`config.mk`:
```
export PLATFORM = sky130hd
export DESIGN_NAME = gdbt_ram
export DESIGN_NICKNAME = d
export VERILOG_FILES = /design/src/hdl/gdbt_ram.sv
export SDC_FILE = /design/constraint.sdc
export NUM_CORES = 1
export LEC_CHECK = 0
export ABC_AREA = 1
export BUFFER_PORTS_ARGS = -buffer_cell sky130_fd_sc_hd__buf_4
export CAP_MARGIN = 25
export CORE_ASPECT_RATIO = 1.25
export CORE_MARGIN = 10
export CORE_UTILIZATION = 55
export DETAILED_ROUTE_END_ITERATION = 6
export HOLD_SLACK_MARGIN = 0.12
export PLACE_DENSITY = 0.75
export SLEW_MARGIN = 25
export SYNTH_ARGS = -nofsm -noshare
export SYNTH_HDL_FRONTEND = slang
export SYNTH_SLANG_ARGS = --single-unit
```
`constraint.sdc`:
```
create_clock -name clk_i -period 2.2 [get_ports clk_i]
set_input_delay 0.44 -clock clk_i [delete_from_list [all_inputs] [get_ports clk_i]]
set_output_delay 0.44 -clock clk_i [all_outputs]
set_load 0.1 [all_outputs]
```
`src/hdl/gdbt_ram.sv`:
```
module gdbt_ram #(
  parameter int unsigned Width = 8,
  parameter int unsigned Depth = 64
) (
  input  logic                     clk_i,
  input  logic                     we_i,
  input  logic [$clog2(Depth)-1:0] waddr_i,
  input  logic [Width-1:0]         wdata_i,
  input  logic [$clog2(Depth)-1:0] raddr_i,
  output logic [Width-1:0]         rdata_o
);

  logic [Width-1:0] mem_q [Depth];

  always_ff @(posedge clk_i) begin
    if (we_i) begin
      mem_q[waddr_i] <= wdata_i;
    end
    rdata_o <= mem_q[raddr_i];
  end

endmodule

```
==> out/qor_table.md <==
| Stage | Quantity | Reported |
|---|---|---|
| floorplanning | Die Footprint | 0.0471 mm2 |
| sta | Final-report hold violation count | 0 |
| sta | Minimum setup slack in the final design | 0.372 ns |
| synthesis | Sequential cell area fraction in the yosys report | 0.728 |
| sta | Worst setup skew after layout | 0.0309 ns |
| cells and area | Area taken by flip-flops and latches | 0.0155 mm2 |
| grt | Vias in the first global route | 13900 |
| setup path | Element type at the critical path start | flip-flop |
| cts | Number of instances resized during post-cts repair | 0 |
| setup path | Largest driver fanout on the critical path | 1 |
| setup path | Data arrival time of the critical path | 1.39 ns |
| route | Sum of routed wire length over all layers | 51900 um |
| cts | CTS tree | yes |
| floorplanning | Core Area | 0.0382 mm2 |
| sta | RSZ-0062 raised after global routing | no |
| power | Switching power | 4.61 mW |
| placement | Global placement routability congestion | 0.889 |
| cells and area | Number of nets in the finished design | 1897 |
| setup path | Slowest cell on the critical path | dfxtp_1 |
| route | Final antenna-violating net count | 0 |
| flow run | Number of max-cap violations | 0 |
| power | Flop pwr share | 0.533 |
| floorplanning | Die Ht | 240 um |
| setup path | Startpoint of the worst register-to-register path | mem_q[33][0] |
| cells and area | Most frequent standard cell in the layout excluding fill and tap cells | nand2_1 |
| floorplanning | Number of placed I/O pins | 30 |
| grt | Total grt overflow | 0 |
| synthesis | Count of unique library cells instantiated by Yosys | 16 |
| min path | Hold path endpoint | mem_q[2][1] |
| grt | Busiest layer in global routing | met2 |
| setup path | Series of cell instances along the critical path | buf_4 |
| grt | Largest net degree at the start of global routing | 96 |
| cts | Clock Pin Slew Worst Setup and Hold Paths | 0.06 ns |
| sta | Number of pins exceeding their max-slew limit in the final report | 0 |
| grt | Met1 usage in global routing | 0.280 |
| power | Fraction of power consumed by combinational cells | 0.071 |
| min path | Worst hold start | wdata_i[1] |
| setup path | Cells on worst reg2reg path | 8 |
| setup path | Worst reg2reg path endpoint | rdata_o[0] |
| placement | Count of buffers from port buffering | 29 |
| route | Via count | 14200 |
| min path | Number of instances on the worst hold path | 1 |
| route | Per-cell routed wire length | 21.6 um |
| cells and area | Core occupancy in the finished layout | 0.625 |
| route | Vias per std cell | 5.90 |
| cells and area | Area taken by multi-input logic gates | 0.00495 mm2 |
| cts | CTS sink cnt | 520 |
| route | Iteration count of the initial detailed-routing pass | 6 |
| sta | Tmin final | 1.83 ns |
| setup path | Critical path class | reg -> out |
| power | Switching power as a share of total power | 0.223 |
| setup path | Stage delay of the slowest cell on the critical path | 0.45 ns |
| setup path | Required time at the worst-slack endpoint | 1.76 ns |
| setup path | Levels on crit path | 1 |
| cells and area | P&R area growth vs syn | 12.0% |
| cts | Maximum buffer depth of the clock tree | 3 |
| cts | Post-CTS Setup Inserts | 0 |
| cells and area | Post-route insts no fill | 2403 |
| sta | Peak Freq | 547 MHz |
| sta | Headroom to the max-slew limit | 0.500 |
| route | Initial detailed-routing violation count | 1966 |
| cells and area | Fillers | 2854 |
| power | Internal cell power | 16.0 mW |
| min path | Worst min-delay path class | in -> reg |
| setup path | Endpoint kind of the worst setup timing path | primary output |
| power | Final Power | 20.6 mW |
| setup path | Minimum setup slack among reg-to-reg paths | 0.82 ns |
| sta | Fraction of the cycle the final worst path needs | 0.831 |
| synthesis | Warning count from the yosys run | 0 |
| sta | Worst-margin pin slew | 0.750 ns |
| cells and area | Most used cells in the layout excluding fill and tap cells | 648 x nand2_1, 512 x edfxtp_1, 439 x nand3_1 |
| cts | Post-CTS Hold Fix Bufs | 0 |
| synthesis | Netlist area before placement | 0.0213 mm2 |
| floorplanning | Initial standard-cell utilization of the core | 0.558 |
| floorplanning | Number of rows in the core area | 80 |
| synthesis | Net Count, Synth | 1827 |
| cts | Clk Latency, worst-skew pair | 0.59 ns |
| grt | Global-route met2 utilization | 0.367 |
| sta | Final setup viols | 0 |
| cells and area | Fraction of layout cells with a size suffix above 1 | 0.104 |
| synthesis | Synthesized area per cell | 11.8 um2 |
| power | Leakage | 8.75 nW |
| power | Maximum ir drop on the vdd rail | 0.685 mV |
| synthesis | Total of flip-flops plus latches after synthesis | 520 |
| setup path | Critical path's top delay family | flip-flops |
| synthesis | Number of instances in the synthesized netlist | 1805 |
| placement | Final HPWL DP | 30500 um |
| power | Clk pwr share | 0.396 |
| floorplanning | Die outline width | 196 um |
| grt | First-pass GRT wire length | 80000 um |
| placement | Post-Place Worst Slack | 0.0719 ns |
| cts | Number of levels in the clock H-tree | 2 |
| setup path | WP buf/inv | 1 |
| route | Post-detailed-route DRC marker count | 0 |
| outcome | Status | finished, final reports clean |
| cts | Clock buffer count from CTS | 49 |
| grt | Global-route met3 utilization | 0.0329 |
| placement | # placed instances | 2316 |
| grt | Aggregate global-route resource usage | 0.219 |
| cts | Master cell of the clock root buffer | clkbuf_16 |
| power | Power per Cell Area | 863 mW/mm2 |
| grt | Antenna violations before repair | 1 |
[cells in the mapped netlist]
master	instances	area, um2
nand2_1	648	2430
edfxtp_1	512	15400
nand3_1	439	2200
nor2_1	56	210
buf_2	37	185
buf_6	35	394
clkbuf_1	15	56.3
buf_4	14	105
buf_1	10	37.5
inv_1	10	37.5
nand4_1	9	56.3
dfxtp_1	8	160
nor4_1	8	50.1
buf_8	2	30.0
inv_2	1	3.75
inv_6	1	8.76
[metal layers]
| layer | wire length (um) | up-vias |
|---|---|---|
| met3 | 4360 | 121 |
| met4 | 1870 | 0 |
| li1 | - | 6481 |
| met5 | 0 | - |
| met1 | 19800 | 6851 |
| met2 | 25900 | 725 |
[metrics by stage]
step	hold WS [ns]	instance area (um2)	setup TNS, ns
after global routing	0.252	23900	0
after detailed placement	0.791	22400	0
after floorplan	0.539	21300	-0.391
after CTS	0.237	23900	0
final	0.249	23900	0
after global placement	0.780	22400	0
[power groups by stage]
stage | clock [mW] | combinational, mW | sequential [mW]
2_1_floorplan | 0 | 0.771 | 11.3
6_report | 8.17 | 1.46 | 11.0
5_1_grt | 8.64 | 1.58 | 11.0
3_3_place_gp | 0 | 1.42 | 11.2
4_1_cts | 8.24 | 1.46 | 11.0
3_5_place_dp | 0 | 1.45 | 11.2
[flip-flops by register name, summed over array words and instances, names as in the netlist]
signal   flops
mem_q      512
rdata_o      8
[worst max path at each step]
stage,start,end,slack [ns]
2_1_floorplan,we_i,mem_q[48][0],-0.006
3_5_place_dp,raddr_i[2],rdata_o[4],0.07
5_1_grt,rdata_o[3],rdata_o[3],0.35
3_3_place_gp,raddr_i[2],rdata_o[4],0.10
4_1_cts,rdata_o[3],rdata_o[3],0.37
6_report,rdata_o[3],rdata_o[3],0.37
[cell type report]
type | count | share of cell area
flip-flops and latches | 520 | 0.650
multi-input cells | 1160 | 0.207
clock buffers | 63 | 0.0553
repair buffers | 132 | 0.0506
well taps | 492 | 0.0258
clock inverters | 23 | 0.00880
inverters | 12 | 0.00220
diodes | 1 | 0.000105
[cells by family after synthesis]
group / count (synthesis) / synth area share
DFF: 520 / 0.728
and+or+nand+nor: 1160 / 0.232
buffers and inverters: 125 / 0.0402
(Power assumes the default switching activity.)
